## config.mk

```make
export PLATFORM = sky130hd
export DESIGN_NAME = lsed_ram
export DESIGN_NICKNAME = d
export VERILOG_FILES = /design/src/rtl/lsed_ram.sv
export SDC_FILE = /design/constraint.sdc
export NUM_CORES = 2
export LEC_CHECK = 0
export BUFFER_PORTS_ARGS = -buffer_cell sky130_fd_sc_hd__buf_2
export CORE_MARGIN = 10
export CORE_UTILIZATION = 45
export CTS_CLUSTER_SIZE = 20
export DETAILED_ROUTE_END_ITERATION = 8
export GPL_TIMING_DRIVEN = 1
export PLACE_DENSITY_LB_ADDON = 0.08
export SLEW_MARGIN = 30
export SYNTH_ARGS = -nofsm -noshare
export SYNTH_HDL_FRONTEND = slang
export SYNTH_SLANG_ARGS = --single-unit
```

## constraint.sdc

```tcl
create_clock -name clk -period 5.1 [get_ports clk]
set_input_delay 1.02 -clock clk [delete_from_list [all_inputs] [get_ports clk]]
set_output_delay 1.02 -clock clk [all_outputs]
set_load 0.005 [all_outputs]
```

## src/rtl/lsed_ram.sv

```systemverilog
// ----------------------------------------------------------------------------
// lsed_ram
// Generic RAM: one write port, two registered read ports.
// ----------------------------------------------------------------------------
module lsed_ram #(
  parameter int unsigned WIDTH = 64,
  parameter int unsigned DEPTH = 32
) (
  input  logic                     clk,
  input  logic                     wr_en,
  input  logic [$clog2(DEPTH)-1:0] wr_addr,
  input  logic [WIDTH-1:0]         wr_data,
  input  logic [$clog2(DEPTH)-1:0] rd_addr_a,
  input  logic [$clog2(DEPTH)-1:0] rd_addr_b,
  output logic [WIDTH-1:0]         rd_data_a,
  output logic [WIDTH-1:0]         rd_data_b
);

  logic [WIDTH-1:0] mem_r [DEPTH];

  // write
  always_ff @(posedge clk) begin
    if (wr_en) begin
      mem_r[wr_addr] <= wr_data;
    end
  end

  // registered reads
  always_ff @(posedge clk) begin
    rd_data_a <= mem_r[rd_addr_a];
    rd_data_b <= mem_r[rd_addr_b];
  end

endmodule

```

==> flow_metrics.env <==
export IMPL_status="completed"
export IMPL_period_needed_ns=2.85
export IMPL_wl_per_cell_um=38.5
export IMPL_syn_cell_area_mm2=0.0967
export IMPL_hp_start="wr_data[17]"
export IMPL_track_usage_pct=25.3
export IMPL_ant_nets=0
export IMPL_clkPwrFrac_pct=43.1
export IMPL_ys_types=39
export IMPL_critPathKind="in2reg"
export IMPL_avgSynthCellArea_um2=21.8
export IMPL_hold_ws_ns=0.641
export IMPL_r2r_cells=4
export IMPL_p_int_mw=31.7
export IMPL_crit_required_ns=5.77
export IMPL_worst_pin_slew_ns=1.07
export IMPL_synthCells=4441
export IMPL_arrival_ns=3.52
export IMPL_switchingPower_mw=9.04
export IMPL_clk_pin_slew_ns=0.06
export IMPL_fmax_ghz=0.351
export IMPL_switching_share_pct=22.2
export IMPL_slew_viol_final=0
export IMPL_critPathLaunchType="input pin"
export IMPL_hold_viol=0
export IMPL_clockBufferDepth=3
export IMPL_ys_ff_latch=2176
export IMPL_start_util_pct=45.1
export IMPL_die_area_mm2=0.234
export IMPL_fp_coreArea_mm2=0.214
export IMPL_grt_max_degree=87
export IMPL_die_x_um=483
export IMPL_via_per_inst=6.58
export IMPL_drive_above_1_share_pct=38.9
export IMPL_cts_setup_buffers=0
export IMPL_grt_overflow=0
export IMPL_cts_max_level=4
export IMPL_cp_end_kind="register"
export IMPL_slew_headroom_pct=28.7
export IMPL_total_power_mw=40.7
export IMPL_synthToLayoutAreaGrowth_pct=14.3
export IMPL_synth_nets=4522
export IMPL_placed_area_mm2=0.102
export IMPL_clock_sinks=2176
export IMPL_p_per_area_mw_per_mm2=369
export IMPL_nets=4811
export IMPL_setup_tns_ns=0
export IMPL_drc=0
export IMPL_finClkSkew_ns=0.0298
export IMPL_cts_tree="done"
export IMPL_stdcell_area_mm2=0.110
export IMPL_p_leak_nw=35.6
export IMPL_yosysWarnings=0
export IMPL_yosys_most_used_dff="edfxtp_1"
export IMPL_port_buffers=208
export IMPL_r2r_start="mem_r[16][36]$_DFFE_PP_"
export IMPL_first_iter_violations=5678
export IMPL_die_h_um=483
export IMPL_cap_violations=0
export IMPL_pin_count=209
export IMPL_synth_edff_count=2048
export IMPL_crit_fanout=66
export IMPL_ctsResizeCount=0
export IMPL_cts_hold_buf=0
export IMPL_pre_cts_slack_ns=1.31
export IMPL_async_flop_share_pct=0
export IMPL_finalSetupViolations=0
export IMPL_dp_hpwl_um=167000
export IMPL_comb_power_share_pct=7.6
export IMPL_ir_worst_vdd_uv=360
export IMPL_vias=51200
export IMPL_numCtsBuffers=230
export IMPL_firstDrtPassIters=5
export IMPL_setup_slack_ns=2.25
export IMPL_period_share_pct=55.8
export IMPL_grt_pass1_vias=53600
export IMPL_rows=170
export IMPL_hp_class="in2reg"
export IMPL_holdPathStages=1
export IMPL_crit_start="rd_addr_b[3]"
export IMPL_seqPwrFrac_pct=49.3
export IMPL_finalWirelength_um=300000
export IMPL_grt_first_pass_wirelength_um=422000
export IMPL_cts_root_buf="clkbuf_16"
export IMPL_antenna_found_initial=33
export IMPL_grt_setup_unrepaired="no"
export IMPL_clk_latency_ns=0.87
export IMPL_ys_seq_area_share_pct=66.3
export IMPL_gp_congestion=0.764
-- worst max-delay path, stage by stage --
cell      delay, ns
buf_4          0.26
inv_8          0.70
buf_4          0.46
nand2_1        0.09
a32o_1         0.30
a221oi_1       0.58
-- routing by layer --
| layer | global-route usage (%) | vias to the layer above | part of all wire [%] | wire (um) |
|---|---|---|---|---|
| met4 | 5.95 | 16 | 2.4 | 7270 |
| met3 | 4.18 | 445 | 7.1 | 21400 |
| li1 | - | 20200 | - | - |
| met5 | 0 | - | 0.035 | 105 |
| met1 | 35.5 | 28400 | 41 | 124000 |
| met2 | 41.7 | 2181 | 49 | 147000 |
-- logic make-up (layout without fill, tap and decap cells) --
kind of cell | after synthesis | count (layout) | synth area share [%]
AOI/OAI and AO/OA | 276 | 276 | 2.37
buffers and inverters | 348 | 845 | 1.89
DFF | 2176 | 2176 | 66.3
muxes | 1457 | 1457 | 28.6
other | 0 | 10 | 0
and+or+nand+nor | 184 | 184 | 0.857
-- final cells by class --
cell class	instances	area (um^2)
Antenna cell	10	25.0
Clock buffer	299	6420
Clock inverter	141	1560
Fill cell	16700	104000
Inverter	1	11.3
Multi-Input combinational cell	1917	31100
Sequential cell	2176	64100
Tap cell	2838	3550
Timing Repair Buffer	404	3720
-- state kept, by name, summed over array words and instances (netlist names) --
signal	cells
rd_data_a	64
mem_r	2048
rd_data_b	64
-- power groups by stage --
stage	clock network [mW]	logic [mW]	registers, mW
detailed placement	0	3.13	20.5
floorplan	0	1.90	20.4
finish	17.6	3.09	20.1
global route	18.6	3.29	20.1
CTS	17.9	3.13	20.1
global placement	0	3.12	20.5
-- path summary, 6_finish.rpt --
path	endpoint	slack [ns]
worst max-delay path	rd_data_b[35]$_DFF_P_	2.25
worst min-delay path	mem_r[24][17]$_DFFE_PP_	0.64
worst max register to register	rd_data_a[36]$_DFF_P_	3.15
worst min register to register	rd_data_a[54]$_DFF_P_	0.84
-- synthesized netlist by cell type, types with 5 or more instances --
cell / count / area, um^2
a211oi_1: 6 / 45.0
a221oi_1: 93 / 815
a22o_1: 33 / 289
a22oi_1: 18 / 135
a32o_1: 38 / 380
buf_1: 41 / 154
buf_2: 129 / 646
buf_4: 75 / 563
buf_6: 10 / 113
clkbuf_1: 92 / 345
dfxtp_1: 128 / 2560
edfxtp_1: 2048 / 61500
mux2_2: 56 / 631
mux2i_1: 362 / 3620
mux4_2: 1039 / 23400
nand2_1: 87 / 327
nand3b_1: 5 / 37.5
nor2_1: 46 / 173
nor2b_1: 19 / 119
o21a_1: 22 / 165
o22ai_1: 38 / 238
-- per-stage QoR --
| step | utilization (%) | instances |
|---|---|---|
| 2_1_floorplan | - | 4441 |
| 3_3_place_gp | 47.8 | 7333 |
| 3_5_place_dp | 47.8 | 7335 |
| 4_1_cts | 51.5 | 7775 |
| 5_1_grt | 51.6 | 7780 |
| 6_report | 51.6 | 7786 |
-- layout by cell type (no fill, tap or decap), types with 5 or more instances in the layout --
| master | synthesis | final |
|---|---|---|
| edfxtp_1 | 2048 | 2048 |
| mux4_2 | 1039 | 1039 |
| mux2i_1 | 362 | 362 |
| clkbuf_16 | 0 | 239 |
| buf_2 | 129 | 198 |
| dfxtp_1 | 128 | 128 |
| buf_4 | 75 | 110 |
| a221oi_1 | 93 | 93 |
| nand2_1 | 87 | 87 |
| buf_12 | 0 | 86 |
| clkinv_2 | 0 | 62 |
| mux2_2 | 56 | 56 |
| clkbuf_1 | 92 | 39 |
| a32o_1 | 38 | 38 |
| o22ai_1 | 38 | 38 |
| nor2_4 | 0 | 35 |
| a22o_1 | 33 | 33 |
| bufinv_16 | 0 | 32 |
| clkinv_1 | 1 | 30 |
| o21a_1 | 22 | 22 |
| clkbuf_8 | 0 | 22 |
| a22oi_1 | 18 | 18 |
| nor2b_1 | 19 | 13 |
| nor2_1 | 46 | 11 |
| diode_2 | 0 | 10 |
| clkinvlp_4 | 0 | 7 |
| nor2b_4 | 0 | 6 |
| a211oi_1 | 6 | 6 |
| nand3b_1 | 5 | 5 |
| inv_6 | 0 | 5 |
| buf_8 | 0 | 5 |
Note: power is estimated with default switching activity, not from simulation.
