===== config.mk =====
export PLATFORM = sky130hd
export DESIGN_NAME = lsed_div
export DESIGN_NICKNAME = d
export VERILOG_FILES = /design/src/rtl/lsed_pkg.sv /design/src/rtl/lsed_div.sv
export SDC_FILE = /design/constraint.sdc
export NUM_CORES = 1
export LEC_CHECK = 0
export ABC_AREA = 1
export BUFFER_PORTS_ARGS = -buffer_cell sky130_fd_sc_hd__buf_4
export CAP_MARGIN = 20
export CORE_MARGIN = 2
export CORE_UTILIZATION = 40
export CTS_CLUSTER_SIZE = 30
export DETAILED_ROUTE_END_ITERATION = 10
export PLACE_DENSITY_LB_ADDON = 0.08
export SETUP_SLACK_MARGIN = 0.3
export SLEW_MARGIN = 20
export SYNTH_ARGS = -nofsm -noshare
export SYNTH_HDL_FRONTEND = slang
export SYNTH_SLANG_ARGS = --single-unit

===== constraint.sdc =====
create_clock -name clk -period 11 [get_ports clk]
set_clock_uncertainty 0.1 [all_clocks]
set_input_delay 1.1 -clock clk [delete_from_list [all_inputs] [get_ports clk]]
set_output_delay 1.1 -clock clk [all_outputs]
set_load 0.005 [all_outputs]

===== src/rtl/lsed_pkg.sv =====
// ----------------------------------------------------------------------------
// lsed_pkg
// Types, constants, fixed-point helpers and the sequencer microcode for the
// lead self-energy decimation block.
// ----------------------------------------------------------------------------
package lsed_pkg;

  localparam int unsigned FXW       = 64;
  localparam int unsigned REG_AW    = 5;
  localparam int unsigned SRC_W     = 6;
  localparam int unsigned PC_W      = 7;
  localparam int unsigned DIV_STEPS = 112;
  localparam int unsigned DCNT_W    = 7;

  localparam logic [FXW-1:0] SIGN_BIT = {1'b1, {(FXW-1){1'b0}}};
  localparam logic [FXW-1:0] POS_MAX  = {1'b0, {(FXW-1){1'b1}}};
  localparam logic [FXW-1:0] FX_ONE   = 64'h0001_0000_0000_0000;

  // configuration register indexes
  localparam logic [1:0] CFG_ONSITE  = 2'd0;
  localparam logic [1:0] CFG_HOPPING = 2'd1;
  localparam logic [1:0] CFG_TOL     = 2'd2;

  localparam logic [63:0] ONSITE_RST  = 64'h0;
  localparam logic [63:0] HOPPING_RST = 64'hFFFF_0000_0000_0000;
  localparam logic [62:0] TOL_RST     = 63'd2814749767107;

  typedef struct packed {
    logic signed [63:0] energy_re;
    logic signed [63:0] energy_im;
  } in_item_t;

  typedef struct packed {
    logic signed [63:0] sigma_re;
    logic signed [63:0] sigma_im;
    logic signed [63:0] green_re;
    logic signed [63:0] green_im;
    logic               converged;
    logic [6:0]         iteration_count;
    logic               overflow;
  } out_item_t;

  // result of a saturating operation
  typedef struct packed {
    logic [FXW-1:0] val;
    logic           ovf;
  } fx_res_t;

  // status of a multi-cycle arithmetic unit
  typedef struct packed {
    logic done;
    logic ovf;
  } unit_stat_t;

  typedef enum logic [1:0] {
    ST_IDLE,
    ST_FETCH,
    ST_EXEC,
    ST_WAIT
  } seq_state_t;

  typedef enum logic [4:0] {
    OP_MOV,
    OP_ADD,
    OP_SUB,
    OP_SUBX,
    OP_MUL,
    OP_DIV,
    OP_SEL,
    OP_JMP,
    OP_CALL,
    OP_RET,
    OP_BGE,
    OP_INC,
    OP_DIF0,
    OP_DIF1,
    OP_BCV,
    OP_OUTA,
    OP_OUTB
  } op_t;

  typedef struct packed {
    op_t              op;
    logic [REG_AW-1:0] dst;
    logic [SRC_W-1:0]  sa;
    logic [SRC_W-1:0]  sb;
    logic [PC_W-1:0]   tgt;
  } uop_t;

  // scratch register file sources (bit 5 clear); complex divide operands
  // sit at 0..3 so that a swap flips bit 0
  localparam logic [SRC_W-1:0] R_ARE  = 6'd0;
  localparam logic [SRC_W-1:0] R_AIM  = 6'd1;
  localparam logic [SRC_W-1:0] R_BRE  = 6'd2;
  localparam logic [SRC_W-1:0] R_BIM  = 6'd3;
  localparam logic [SRC_W-1:0] R_QRE  = 6'd4;
  localparam logic [SRC_W-1:0] R_QIM  = 6'd5;
  localparam logic [SRC_W-1:0] R_R    = 6'd6;
  localparam logic [SRC_W-1:0] R_X    = 6'd7;
  localparam logic [SRC_W-1:0] R_Y    = 6'd8;
  localparam logic [SRC_W-1:0] R_DEN  = 6'd9;
  localparam logic [SRC_W-1:0] R_TRE  = 6'd10;
  localparam logic [SRC_W-1:0] R_TIM  = 6'd11;
  localparam logic [SRC_W-1:0] R_PRE  = 6'd12;
  localparam logic [SRC_W-1:0] R_PIM  = 6'd13;
  localparam logic [SRC_W-1:0] R_SRE  = 6'd14;
  localparam logic [SRC_W-1:0] R_SIM  = 6'd15;
  localparam logic [SRC_W-1:0] R_DRE  = 6'd16;
  localparam logic [SRC_W-1:0] R_DIM  = 6'd17;
  localparam logic [SRC_W-1:0] R_VRE  = 6'd18;
  localparam logic [SRC_W-1:0] R_VIM  = 6'd19;
  localparam logic [SRC_W-1:0] R_T2RE = 6'd20;
  localparam logic [SRC_W-1:0] R_T2IM = 6'd21;
  localparam logic [SRC_W-1:0] R_Z    = 6'd22;
  localparam logic [SRC_W-1:0] R_H2   = 6'd23;

  // special sources (bit 5 set)
  localparam logic [SRC_W-1:0] S_ZERO = 6'h20;
  localparam logic [SRC_W-1:0] S_ONE  = 6'h21;
  localparam logic [SRC_W-1:0] S_HOP  = 6'h22;
  localparam logic [SRC_W-1:0] S_ONS  = 6'h23;
  localparam logic [SRC_W-1:0] S_ERE  = 6'h24;
  localparam logic [SRC_W-1:0] S_EIM  = 6'h25;

  localparam logic [2:0] SP_ZERO = 3'd0;
  localparam logic [2:0] SP_ONE  = 3'd1;
  localparam logic [2:0] SP_HOP  = 3'd2;
  localparam logic [2:0] SP_ONS  = 3'd3;
  localparam logic [2:0] SP_ERE  = 3'd4;
  localparam logic [2:0] SP_EIM  = 3'd5;

  // microcode labels
  localparam logic [PC_W-1:0] L_LOOP  = 7'd15;
  localparam logic [PC_W-1:0] L_FINAL = 7'd47;
  localparam logic [PC_W-1:0] L_CDIV  = 7'd60;
  localparam logic [PC_W-1:0] L_CZERO = 7'd71;
  localparam logic [PC_W-1:0] L_NONE  = 7'd0;

  function automatic logic [FXW-1:0] fx_mag(input logic [FXW-1:0] x);
    return x[FXW-1] ? (~x + 64'd1) : x;
  endfunction

  function automatic fx_res_t fx_pack(input logic neg, input logic hi_nz,
                                      input logic [FXW-1:0] m);
    fx_res_t r;
    logic [FXW-1:0] limit;
    limit = neg ? SIGN_BIT : POS_MAX;
    if (hi_nz || (m > limit)) begin
      r.ovf = 1'b1;
      r.val = neg ? SIGN_BIT : POS_MAX;
    end else begin
      r.ovf = 1'b0;
      r.val = neg ? (~m + 64'd1) : m;
    end
    return r;
  endfunction

  function automatic fx_res_t fx_add(input logic [FXW-1:0] a, input logic [FXW-1:0] b);
    fx_res_t r;
    logic [FXW-1:0] s;
    s = a + b;
    if ((a[FXW-1] == b[FXW-1]) && (s[FXW-1] != a[FXW-1])) begin
      r.ovf = 1'b1;
      r.val = a[FXW-1] ? SIGN_BIT : POS_MAX;
    end else begin
      r.ovf = 1'b0;
      r.val = s;
    end
    return r;
  endfunction

  function automatic fx_res_t fx_sub(input logic [FXW-1:0] a, input logic [FXW-1:0] b);
    fx_res_t r;
    logic [FXW-1:0] s;
    s = a - b;
    if ((a[FXW-1] != b[FXW-1]) && (s[FXW-1] != a[FXW-1])) begin
      r.ovf = 1'b1;
      r.val = a[FXW-1] ? SIGN_BIT : POS_MAX;
    end else begin
      r.ovf = 1'b0;
      r.val = s;
    end
    return r;
  endfunction

  // exact unsigned magnitude of a signed difference
  function automatic logic [FXW-1:0] fx_absdiff(input logic [FXW-1:0] a,
                                                input logic [FXW-1:0] b);
    return ((a ^ SIGN_BIT) >= (b ^ SIGN_BIT)) ? (a - b) : (b - a);
  endfunction

  function automatic uop_t mk(input op_t op, input logic [SRC_W-1:0] d,
                              input logic [SRC_W-1:0] a, input logic [SRC_W-1:0] b,
                              input logic [PC_W-1:0] t);
    uop_t u;
    u.op  = op;
    u.dst = d[REG_AW-1:0];
    u.sa  = a;
    u.sb  = b;
    u.tgt = t;
    return u;
  endfunction

  // sequencer program
  function automatic uop_t urom(input logic [PC_W-1:0] pc);
    uop_t u;
    case (pc)
      // d = E - onsite, t = hop / d
      7'd0:  u = mk(OP_SUB,  R_DRE,  S_ERE,  S_ONS,  L_NONE);
      7'd1:  u = mk(OP_MOV,  R_DIM,  S_EIM,  S_ZERO, L_NONE);
      7'd2:  u = mk(OP_MOV,  R_ARE,  S_HOP,  S_ZERO, L_NONE);
      7'd3:  u = mk(OP_MOV,  R_AIM,  S_ZERO, S_ZERO, L_NONE);
      7'd4:  u = mk(OP_MOV,  R_BRE,  R_DRE,  S_ZERO, L_NONE);
      7'd5:  u = mk(OP_MOV,  R_BIM,  R_DIM,  S_ZERO, L_NONE);
      7'd6:  u = mk(OP_CALL, R_ARE,  S_ZERO, S_ZERO, L_CDIV);
      7'd7:  u = mk(OP_MOV,  R_TRE,  R_QRE,  S_ZERO, L_NONE);
      7'd8:  u = mk(OP_MOV,  R_TIM,  R_QIM,  S_ZERO, L_NONE);
      7'd9:  u = mk(OP_MOV,  R_PRE,  R_QRE,  S_ZERO, L_NONE);
      7'd10: u = mk(OP_MOV,  R_PIM,  R_QIM,  S_ZERO, L_NONE);
      7'd11: u = mk(OP_MOV,  R_SRE,  R_QRE,  S_ZERO, L_NONE);
      7'd12: u = mk(OP_MOV,  R_SIM,  R_QIM,  S_ZERO, L_NONE);
      7'd13: u = mk(OP_MOV,  R_VRE,  S_ZERO, S_ZERO, L_NONE);
      7'd14: u = mk(OP_MOV,  R_VIM,  S_ZERO, S_ZERO, L_NONE);
      // loop top: stop at the cap
      7'd15: u = mk(OP_BGE,  R_ARE,  S_ZERO, S_ZERO, L_FINAL);
      // t2 = t * t
      7'd16: u = mk(OP_MUL,  R_X,    R_TRE,  R_TRE,  L_NONE);
      7'd17: u = mk(OP_MUL,  R_Y,    R_TIM,  R_TIM,  L_NONE);
      7'd18: u = mk(OP_SUB,  R_T2RE, R_X,    R_Y,    L_NONE);
      7'd19: u = mk(OP_MUL,  R_X,    R_TRE,  R_TIM,  L_NONE);
      7'd20: u = mk(OP_MUL,  R_Y,    R_TIM,  R_TRE,  L_NONE);
      7'd21: u = mk(OP_ADD,  R_T2IM, R_X,    R_Y,    L_NONE);
      // t = t2 / (1 - 2 t2)
      7'd22: u = mk(OP_ADD,  R_X,    R_T2RE, R_T2RE, L_NONE);
      7'd23: u = mk(OP_SUB,  R_BRE,  S_ONE,  R_X,    L_NONE);
      7'd24: u = mk(OP_ADD,  R_X,    R_T2IM, R_T2IM, L_NONE);
      7'd25: u = mk(OP_SUB,  R_BIM,  S_ZERO, R_X,    L_NONE);
      7'd26: u = mk(OP_MOV,  R_ARE,  R_T2RE, S_ZERO, L_NONE);
      7'd27: u = mk(OP_MOV,  R_AIM,  R_T2IM, S_ZERO, L_NONE);
      7'd28: u = mk(OP_CALL, R_ARE,  S_ZERO, S_ZERO, L_CDIV);
      7'd29: u = mk(OP_MOV,  R_TRE,  R_QRE,  S_ZERO, L_NONE);
      7'd30: u = mk(OP_MOV,  R_TIM,  R_QIM,  S_ZERO, L_NONE);
      // prod = t * prod
      7'd31: u = mk(OP_MUL,  R_X,    R_TRE,  R_PRE,  L_NONE);
      7'd32: u = mk(OP_MUL,  R_Y,    R_TIM,  R_PIM,  L_NONE);
      7'd33: u = mk(OP_SUB,  R_Z,    R_X,    R_Y,    L_NONE);
      7'd34: u = mk(OP_MUL,  R_X,    R_TRE,  R_PIM,  L_NONE);
      7'd35: u = mk(OP_MUL,  R_Y,    R_TIM,  R_PRE,  L_NONE);
      7'd36: u = mk(OP_ADD,  R_PIM,  R_X,    R_Y,    L_NONE);
      7'd37: u = mk(OP_MOV,  R_PRE,  R_Z,    S_ZERO, L_NONE);
      // T += prod, then change test
      7'd38: u = mk(OP_ADD,  R_SRE,  R_SRE,  R_PRE,  L_NONE);
      7'd39: u = mk(OP_ADD,  R_SIM,  R_SIM,  R_PIM,  L_NONE);
      7'd40: u = mk(OP_INC,  R_ARE,  S_ZERO, S_ZERO, L_NONE);
      7'd41: u = mk(OP_DIF0, R_ARE,  R_SRE,  R_VRE,  L_NONE);
      7'd42: u = mk(OP_DIF1, R_ARE,  R_SIM,  R_VIM,  L_NONE);
      7'd43: u = mk(OP_MOV,  R_VRE,  R_SRE,  S_ZERO, L_NONE);
      7'd44: u = mk(OP_MOV,  R_VIM,  R_SIM,  S_ZERO, L_NONE);
      7'd45: u = mk(OP_BCV,  R_ARE,  S_ZERO, S_ZERO, L_FINAL);
      7'd46: u = mk(OP_JMP,  R_ARE,  S_ZERO, S_ZERO, L_LOOP);
      // g = 1 / (d - hop*T), sigma = hop^2 * g
      7'd47: u = mk(OP_MUL,  R_X,    S_HOP,  R_SRE,  L_NONE);
      7'd48: u = mk(OP_SUB,  R_BRE,  R_DRE,  R_X,    L_NONE);
      7'd49: u = mk(OP_MUL,  R_X,    S_HOP,  R_SIM,  L_NONE);
      7'd50: u = mk(OP_SUB,  R_BIM,  R_DIM,  R_X,    L_NONE);
      7'd51: u = mk(OP_MOV,  R_ARE,  S_ONE,  S_ZERO, L_NONE);
      7'd52: u = mk(OP_MOV,  R_AIM,  S_ZERO, S_ZERO, L_NONE);
      7'd53: u = mk(OP_CALL, R_ARE,  S_ZERO, S_ZERO, L_CDIV);
      7'd54: u = mk(OP_MUL,  R_H2,   S_HOP,  S_HOP,  L_NONE);
      7'd55: u = mk(OP_MUL,  R_X,    R_H2,   R_QRE,  L_NONE);
      7'd56: u = mk(OP_MUL,  R_Y,    R_H2,   R_QIM,  L_NONE);
      7'd57: u = mk(OP_OUTA, R_ARE,  R_X,    R_Y,    L_NONE);
      7'd58: u = mk(OP_OUTB, R_ARE,  R_QRE,  R_QIM,  L_NONE);
      // complex divide Q = A / B (Smith), operands swapped by the select step
      7'd60: u = mk(OP_SEL,  R_ARE,  R_BRE,  R_BIM,  L_CZERO);
      7'd61: u = mk(OP_DIV,  R_R,    R_BIM,  R_BRE,  L_NONE);
      7'd62: u = mk(OP_MUL,  R_X,    R_BIM,  R_R,    L_NONE);
      7'd63: u = mk(OP_ADD,  R_DEN,  R_BRE,  R_X,    L_NONE);
      7'd64: u = mk(OP_MUL,  R_X,    R_AIM,  R_R,    L_NONE);
      7'd65: u = mk(OP_ADD,  R_Y,    R_ARE,  R_X,    L_NONE);
      7'd66: u = mk(OP_DIV,  R_QRE,  R_Y,    R_DEN,  L_NONE);
      7'd67: u = mk(OP_MUL,  R_X,    R_ARE,  R_R,    L_NONE);
      7'd68: u = mk(OP_SUBX, R_Y,    R_AIM,  R_X,    L_NONE);
      7'd69: u = mk(OP_DIV,  R_QIM,  R_Y,    R_DEN,  L_NONE);
      7'd70: u = mk(OP_RET,  R_ARE,  S_ZERO, S_ZERO, L_NONE);
      7'd71: u = mk(OP_MOV,  R_QRE,  S_ZERO, S_ZERO, L_NONE);
      7'd72: u = mk(OP_MOV,  R_QIM,  S_ZERO, S_ZERO, L_NONE);
      7'd73: u = mk(OP_RET,  R_ARE,  S_ZERO, S_ZERO, L_NONE);
      default: u = mk(OP_JMP, R_ARE, S_ZERO, S_ZERO, L_FINAL);
    endcase
    return u;
  endfunction

endpackage


===== src/rtl/lsed_div.sv =====
// ----------------------------------------------------------------------------
// lsed_div
// Saturating Q16.48 divider, restoring, one quotient bit per cycle.
// ----------------------------------------------------------------------------
module lsed_div
  import lsed_pkg::*;
(
  input  logic           clk,
  input  logic           rst_n,
  input  logic           start,
  input  logic [FXW-1:0] x,
  input  logic [FXW-1:0] y,
  output unit_stat_t     stat,
  output logic [FXW-1:0] result
);

  localparam logic [DCNT_W-1:0] STEPS = DCNT_W'(DIV_STEPS);

  logic                 active_r;
  logic [DCNT_W-1:0]    cnt_r;
  logic                 zero_r;
  logic                 neg_r;
  logic [DIV_STEPS-1:0] nq_r;
  logic [FXW-1:0]       rem_r;
  logic [FXW-1:0]       uy_r;
  logic [FXW:0]         rem_sh;
  logic                 qbit;
  logic [FXW-1:0]       rem_nxt;
  logic                 finish;
  fx_res_t              packed_res;

  // one restoring step
  always_comb begin
    rem_sh = {rem_r, nq_r[DIV_STEPS-1]};
    qbit   = rem_sh >= {1'b0, uy_r};
    if (qbit) begin
      rem_nxt = FXW'(rem_sh - {1'b0, uy_r});
    end else begin
      rem_nxt = rem_sh[FXW-1:0];
    end
  end

  assign finish = active_r && (zero_r || (cnt_r == STEPS));

  // control
  always_ff @(posedge clk) begin
    if (!rst_n) begin
      active_r <= 1'b0;
      cnt_r    <= '0;
    end else if (start) begin
      active_r <= 1'b1;
      cnt_r    <= '0;
    end else if (finish) begin
      active_r <= 1'b0;
    end else if (active_r) begin
      cnt_r <= cnt_r + DCNT_W'(1);
    end
  end

  // shift numerator out, quotient in
  always_ff @(posedge clk) begin
    if (start) begin
      zero_r <= (y == '0);
      neg_r  <= x[FXW-1] ^ y[FXW-1];
      nq_r   <= {fx_mag(x), 48'd0};
      rem_r  <= '0;
      uy_r   <= fx_mag(y);
    end else if (active_r && !finish) begin
      nq_r  <= {nq_r[DIV_STEPS-2:0], qbit};
      rem_r <= rem_nxt;
    end
  end

  assign packed_res = fx_pack(neg_r, nq_r[DIV_STEPS-1:FXW] != '0, nq_r[FXW-1:0]);
  assign result     = zero_r ? '0 : packed_res.val;
  assign stat.done  = finish;
  assign stat.ovf   = zero_r | packed_res.ovf;

endmodule


==> results of run 1 <==
routing by layer:
metal  vias to the layer above  wire, um  part of all wire (%)  track usage (%)
met4                        16      2910                   3.5            9.810
met2                       527     38750                    47            46.13
met1                     10870     36940                    45            35.24
met3                       132      3899                   4.7            3.929
li1                      12270         -                     -                -
met5                         -        94                  0.11                0
final cells by class:
cell class,instances,share of cell area (%)
inverter,528,7.507
tap,765,3.626
clock inverter,19,0.8483
antenna,4,0.03791
multi-input combinational,2839,54.44
sequential,250,23.89
clock buffer,43,3.711
timing repair buffer,209,5.943
power by group:
part / switching [W] / internal, W / total [W]
Combinational: 0.000325 / 0.000176 / 0.000500
Clock: 0.000450 / 0.000749 / 0.00120
Sequential: 0.0000278 / 0.00104 / 0.00107
sequential cells by signal, summed over array words and instances, names as in the netlist:
name / cells
neg_r: 1
active_r: 1
cnt_r: 7
zero_r: 1
uy_r: 64
nq_r: 112
rem_r: 64
critical path, stage by stage, from the launching register on:
cell and delay, ns:
sky130_fd_sc_hd__edfxtp_1 0.32, sky130_fd_sc_hd__buf_4 0.41, sky130_fd_sc_hd__buf_4 0.72, sky130_fd_sc_hd__clkinv_1 0.21, sky130_fd_sc_hd__buf_4 0.29, sky130_fd_sc_hd__ha_1 0.23, sky130_fd_sc_hd__inv_1 0.05, sky130_fd_sc_hd__nand2_1 0.04
sky130_fd_sc_hd__nand2_1 0.05, sky130_fd_sc_hd__nand2_1 0.04, sky130_fd_sc_hd__nand2_1 0.05, sky130_fd_sc_hd__nand2_1 0.05, sky130_fd_sc_hd__nand2_1 0.05, sky130_fd_sc_hd__nand2_1 0.04, sky130_fd_sc_hd__nand2_1 0.06, sky130_fd_sc_hd__nand2_1 0.04
sky130_fd_sc_hd__nand2_1 0.06, sky130_fd_sc_hd__nand2_1 0.04, sky130_fd_sc_hd__nand2_1 0.05, sky130_fd_sc_hd__nand2_1 0.11, sky130_fd_sc_hd__nand2_4 0.52, sky130_fd_sc_hd__nand2_1 0.19, sky130_fd_sc_hd__nand2_4 0.51, sky130_fd_sc_hd__nor2_1 0.13
sky130_fd_sc_hd__buf_4 0.17
cell families after synthesis:
family,after synthesis,synth area share [%]
AOI/OAI and AO/OA,432,10.25
xor gates and xnor gates,156,5.919
adders and majority gates,134,7.296
buffers and inverters,621,10.55
DFF,250,27.32
and+or+nand+nor,2117,38.67
worst paths after layout:
check | cells after the start | slack (ns) | startpoint | endpoint
worst max-delay path | 24 | 4.78 | neg_r | result[1]
worst min-delay path | 2 | 0.37 | rem_r[4] | rem_r[4]
worst max register to register | 16 | 6.67 | uy_r[57] | rem_r[58]
worst min register to register | 2 | 0.37 | rem_r[4] | rem_r[4]
per-stage QoR:
step | area [um2] | total power (W)
floorplan | 23080 | 0.001378
global placement | 25180 | 0.001581
detailed placement | 25180 | 0.001582
CTS | 26380 | 0.002795
global route | 26390 | 0.002890
finish | 26400 | 0.002767
cell usage in the layout (no fill, tap or decap), types with 9 or more instances in the layout:
cell type	count
sky130_fd_sc_hd__ha_1	133
sky130_fd_sc_hd__dfxtp_1	120
sky130_fd_sc_hd__nand3b_1	60
sky130_fd_sc_hd__nand2_1	1098
sky130_fd_sc_hd__nor2_1	544
sky130_fd_sc_hd__edfxtp_1	130
sky130_fd_sc_hd__nor3_1	63
sky130_fd_sc_hd__buf_4	209
sky130_fd_sc_hd__o21ai_1	10
sky130_fd_sc_hd__nand4_1	88
sky130_fd_sc_hd__o22ai_1	57
sky130_fd_sc_hd__clkinv_1	9
sky130_fd_sc_hd__o21ai_0	167
sky130_fd_sc_hd__nor4_1	21
sky130_fd_sc_hd__nand3_1	204
sky130_fd_sc_hd__a21oi_1	157
sky130_fd_sc_hd__xor2_1	102
sky130_fd_sc_hd__clkbuf_16	38
sky130_fd_sc_hd__inv_1	515
sky130_fd_sc_hd__xnor2_1	54
==> metrics.txt, run 1 <==
Inserted Clock Buffers=34; worst-margin pin slew=1.139 ns; setup repair after global routing missed its margin=no; Max Cap Violations=0; post-CTS repair timing setup buffer count=0; setup TNS=0 ns; total number of nets in the final design=4127; Setup CP Type=reg2out; hold violation total from the final report=0; largest net degree at the start of global routing=76; HPWL after detailed placement=65.84 mm; vias post-DR=23820; shortest period the worst path allows=6.222 ns; die span in y=244.2 um; number of fill cells=6206; buffer type at the clock tree root=sky130_fd_sc_hd__clkbuf_16; number of synthesized register bits=250; Post-Route Utilization=46.02%; Area Growth Syn to Fin=14.38%; number of enable-type register cells in the synthesized netlist=130; sequential element share of the synthesized area=27.32%; post-DR vias/cell=5.114; required time of the critical path=9.80 ns; global-route wire length before repair=127.8 mm; routed len/inst=17.74 um; leakage power total=13.38 nW; number of pins exceeding their max-slew limit in the final report=0; Initial DRC Count=1540; initial cell density of the core=40.24%; aggregate global-route resource usage=27.25%; number of standard cells in the layout, taps in and fillers out=4657; Peak Freq=0.1607 GHz; number of distinct library cells after synthesis=52; ratio of cells with drive above 1 in the final layout=7.922%; Period Utilization, post-route=56.56%; power density over the cells=104.8 mW/mm2; area leader, netlist=sky130_fd_sc_hd__nand2_1; most frequently used cell type in the post-synthesis netlist=sky130_fd_sc_hd__nand2_1; Mapped Avg Cell Area=6.222 um2; share of synthesized flip-flops with an asynchronous set or reset=0%; most frequent cells after synthesis=sky130_fd_sc_hd__nand2_1, sky130_fd_sc_hd__nor2_1, sky130_fd_sc_hd__inv_1, sky130_fd_sc_hd__nand3_1, sky130_fd_sc_hd__o21ai_0; Chip Width=244.2 um; num rows=88; number of buffers inserted for hold repair after clock tree synthesis=0; Clock Pin Slew Worst Setup and Hold Paths=0.06 ns; main area contributors after synthesis=sky130_fd_sc_hd__nand2_1, sky130_fd_sc_hd__edfxtp_1, sky130_fd_sc_hd__dfxtp_1; crit path setup slack, layout=4.778 ns; area of the core=0.05737 mm2; GRT Residual Overflow=0; final RePlAce weighted congestion=0.9881; number of primary I/O pins=197; number of antenna violations at the first check in global routing=12; worst setup timing slack at the placement stage=4.619 ns; Total Wirelength=82.60 mm; result of the run=finished, final reports clean; area of the die=0.05964 mm2; dominant synthesized flop cell=sky130_fd_sc_hd__edfxtp_1; number of detailed-route iterations in the first pass=9; final number of setup-violating endpoints=0; CTS tree=built; Cells after DPL=4591; clock latency at the later pin of the worst-skew pair=0.54 ns; worst max-slew margin expressed relative to the limit=23.34%; Gates resized, CTS repair=0; multi-input gate area in the final layout=0.01437 mm2; worst IR drop on VDD=0.0001259 V; crit path launch type=flip-flop; number of sinks driven by the clock tree=250; warning count from the yosys run=0; data arrival time at the worst-slack endpoint=5.02 ns; critical path capture point type=primary output; Yosys top cell area share=17.90%; ANT nets after route=0; via count of the first global-routing pass=22820; post-route DRC violation count=0; class of the tightest hold or removal check=reg2reg; worst-case clock buffer depth=3; net count after synthesis=3975; deepest level of the CTS H-tree=2; cell count after synthesis=3710; Mapped Area=0.02308 mm2; register area=0.006306 mm2; largest driver fanout on the critical path=75; Final Hold Slack=0.3682 ns; IO Port Bufs=196
Note: power is estimated with default switching activity, not from simulation.
==> run 2, diff against run 1 <==
--- a/config.mk
+++ b/config.mk
@@ -5,7 +5,7 @@
 export SDC_FILE = /design/constraint.sdc
 export NUM_CORES = 1
 export LEC_CHECK = 0
-export ABC_AREA = 1
+export ABC_AREA = 0
 export BUFFER_PORTS_ARGS = -buffer_cell sky130_fd_sc_hd__buf_4
 export CAP_MARGIN = 20
 export CORE_MARGIN = 2
==> constraint.sdc (replaced) <==
create_clock -name clk -period 5.18 [get_ports clk]
set_clock_uncertainty 0.1 [all_clocks]
set_input_delay 0.518 -clock clk [delete_from_list [all_inputs] [get_ports clk]]
set_output_delay 0.518 -clock clk [all_outputs]
set_load 0.005 [all_outputs]
==> metrics.txt, run 2 <==
number of fill cells=4865 (-22%); vias post-DR=19110 (-20%); final RePlAce weighted congestion=0.9086 (-8.0%); dominant synthesized flop cell=sky130_fd_sc_hd__edfxtp_1; worst-margin pin slew=0.9644 ns (-0.1750 ns); number of distinct library cells after synthesis=73 (+40%); largest net degree at the start of global routing=120 (+58%); ratio of cells with drive above 1 in the final layout=13.50% (+5.6 points); crit path launch=nq_r[16]; Peak Freq=0.2103 GHz; buffering stage count on the worst path with inverters included=2 (-4); number of primary I/O pins=197 (unchanged); critical path capture point type=primary output; area of the core=0.04895 mm2 (-15%); R2R Setup Slk=0.90 ns (-5.77 ns); leakage power total=9.157 nW (-32%); required time of the critical path=4.56 ns (-5.24 ns); Post-Route Utilization=47.49% (+1.5 points); Clock Pin Slew Worst Setup and Hold Paths=0.06 ns (about the same); Period Utilization, post-route=91.79%; Top Registers=nq_r: 112 flops, rem_r: 64 flops, uy_r: 64 flops; GRT Residual Overflow=0 (unchanged); data arrival time at the worst-slack endpoint=4.14 ns (-0.88 ns); setup TNS=0 ns (unchanged); most frequent standard cell in the layout excluding fill and tap cells=sky130_fd_sc_hd__nand2_1; ANT nets after route=0 (unchanged); number of antenna violations at the first check in global routing=0 (-12); number of pins exceeding their max-slew limit in the final report=0 (unchanged); most frequent cells after synthesis=sky130_fd_sc_hd__nand2_1, sky130_fd_sc_hd__a21oi_1, sky130_fd_sc_hd__o21ai_0, sky130_fd_sc_hd__xnor2_1, sky130_fd_sc_hd__nor2_1; r2r startpoint=uy_r[18]; Cells after DPL=3250 (-29%); number of synthesized register bits=250 (unchanged); global-route wire length before repair=98.74 mm (-23%); setup repair after global routing missed its margin=yes; sequential element share of the synthesized area=31.78% (+4.5 points); power after layout=0.005875 W (+110%); r2r worst-path depth=14 (-2); worst max-slew margin expressed relative to the limit=35.55% (+12 points); cell count after synthesis=2490 (-33%); cell at the slowest stage of the critical path=sky130_fd_sc_hd__or4_4; Initial DRC Count=1481 (-3.8%); buffer type at the clock tree root=sky130_fd_sc_hd__clkbuf_16; most frequently used cell type in the post-synthesis netlist=sky130_fd_sc_hd__nand2_1; number of sinks driven by the clock tree=250 (unchanged); IO Port Bufs=196 (unchanged); class of the tightest hold or removal check=in2reg; result of the run=finished, final reports clean; num rows=81 (-8.0%); family with the most delay on the worst path=simple AND/OR/NAND/NOR gates; post-DR vias/cell=5.774 (+13%); flip-flop count of the largest register, all copies and words added=112 (unchanged); post-route DRC violation count=0 (unchanged); Max Cap Violations=0 (unchanged); number of detailed-route iterations in the first pass=6 (-3); share of synthesized flip-flops with an asynchronous set or reset=0% (unchanged); net count after synthesis=2755 (-31%); Area Growth Syn to Fin=17.14%; Yosys top cell area share=19.67% (+1.8 points); routed len/inst=18.57 um (+4.7%); initial cell density of the core=40.54% (+0.30 points); HPWL after detailed placement=44.42 mm (-33%); number of enable-type register cells in the synthesized netlist=130 (unchanged); Final Hold Slack=0.03978 ns (-0.3284 ns); Mapped Area=0.01984 mm2 (-14%); clock latency at the later pin of the worst-skew pair=0.59 ns (+0.05 ns); Mapped Avg Cell Area=7.969 um2 (+28%); Critical Path, Cell by Cell=or4_4 > or4_4 > or3_4 > o31ai_1 > buf_4 > nand2_1 > a21oi_1 > a211oi_1 > nor4_1 > buf_4; Setup CP Type=reg2out; number of standard cells in the layout, taps in and fillers out=3309 (-29%); critical path endpoint=result[58]; area leader, netlist=sky130_fd_sc_hd__edfxtp_1; die span in y=226.7 um (-7.2%); Inserted Clock Buffers=30 (-12%); met1 track demand over resource=31.06% (-4.2 points); final number of setup-violating endpoints=0 (unchanged); largest driver fanout on the critical path=7 (-91%); reg-to-reg critical path endpoint=rem_r[21]; via count of the first global-routing pass=18190 (-20%); critical path's largest stage delay=0.54 ns (-0.18 ns); worst-case clock buffer depth=3 (unchanged); most used routing layer=met2; Total Wirelength=61.43 mm (-26%); commonest cells after routing, fill and taps aside=sky130_fd_sc_hd__nand2_1, sky130_fd_sc_hd__buf_4, sky130_fd_sc_hd__a21oi_1; Chip Width=226.7 um (-7.2%); total number of nets in the final design=2886 (-30%); aggregate global-route resource usage=23.59% (-3.7 points); worst IR drop on VDD=0.0002134 V (+69%); M2 GR Usage=40.88% (-5.3 points); crit path launch type=flip-flop; met3 layer usage reported by global route=2.864% (-1.1 points); total inserted antenna cells=0 (-4); warning count from the yosys run=0 (unchanged); shortest period the worst path allows=4.755 ns; area of the die=0.05141 mm2 (-14%); main area contributors after synthesis=sky130_fd_sc_hd__edfxtp_1, sky130_fd_sc_hd__dfxtp_1, sky130_fd_sc_hd__ha_1; register with the most flip-flops=nq_r; CTS tree=built; deepest level of the CTS H-tree=1 (-1); power density over the cells=252.7 mW/mm2 (+140%); hold violation total from the final report=0 (unchanged); number of cells on the critical path=10 (-58%)
-- run 2: cell types whose count changed in the layout (fill, tap and decap cells not counted), sizes merged, moves of 54 or more --
cell   change
inv      -416
nand2    -698
nand3    -164
nor2     -416
o22ai     -54
o31ai     +55
or3       +74
xnor2     +97
xor2      -62
-- run 2: area by class of cell --
cell class	instances	area, um2	area share, %
Clock buffer	37	838.3	3.606
Timing Repair Buffer	242	1889	8.128
Multi-Input combinational cell	1991	12790	55.03
Clock inverter	19	188.9	0.8128
Sequential cell	250	6307	27.13
Inverter	106	397.9	1.712
Tap cell	664	830.8	3.574
-- run 2: timing repair --
action / CTS / global route
pin swaps: 2 / 5
gates cloned: 1 / 0
setup endpoints to repair: 55 / 31
hold buffers: 0 / 0
setup buffers: 1 / 1
gates resized for setup: 22 / 15
-- run 2: through the flow --
stage / setup WS (ns) / area [um2]
after floorplan: 0.2871 / 19850
after global placement: 0.1016 / 22000
after detailed placement: 0.08848 / 22000
after CTS: 0.1942 / 23170
after global routing: 0.2471 / 23240
final: 0.4254 / 23240
-- run 2: worst min path at each step --
| stage | endpoint | cells past startpoint | from | slack (ns) |
|---|---|---|---|---|
| after floorplan | nq_r[1] | 2 | nq_r[0] | 0.34 |
| after global placement | nq_r[1] | 2 | nq_r[0] | 0.35 |
| after detailed placement | nq_r[1] | 2 | nq_r[0] | 0.36 |
| after CTS | uy_r[0] | 1 | y[0] | 0.01 |
| after global routing | uy_r[0] | 1 | y[0] | 0.02 |
| final | uy_r[0] | 1 | y[0] | 0.04 |
-- run 2: per-layer routing --
layer,share of wire (%),vias up,routed length (um)
met5,0,-,0
met4,2.2,0,1374
met3,4.4,86,2719
met2,48,466,29710
met1,45,9115,27630
li1,-,9438,-
-- run 2: cells by family after synthesis --
kind of cell / Yosys count / synth area share [%]
AO/OA/AOI/OAI: 747 / 24.28
XOR/XNOR: 191 / 8.430
adder cells (fa/ha/maj): 134 / 8.487
buffers and inverters: 249 / 4.754
flip-flops: 250 / 31.78
multiplexers: 10 / 0.5107
AND/OR/NAND/NOR: 909 / 21.76
-- run 2: power breakdown --
group / internal (W) / switching (W)
registers: 0.00224 / 0.0000838
clock network: 0.00130 / 0.000910
logic: 0.000553 / 0.000795
-- run 2: worst register-to-register path, delay by kind of cell, from the launching register on --
kind / cells / cell delay, ns
AND/OR/NAND/NOR: 1 / 0.73
adder cells (fa/ha/maj): 1 / 0.35
AO/OA/AOI/OAI: 9 / 2.05
flip-flops: 1 / 0.32
buffers and inverters: 3 / 0.64
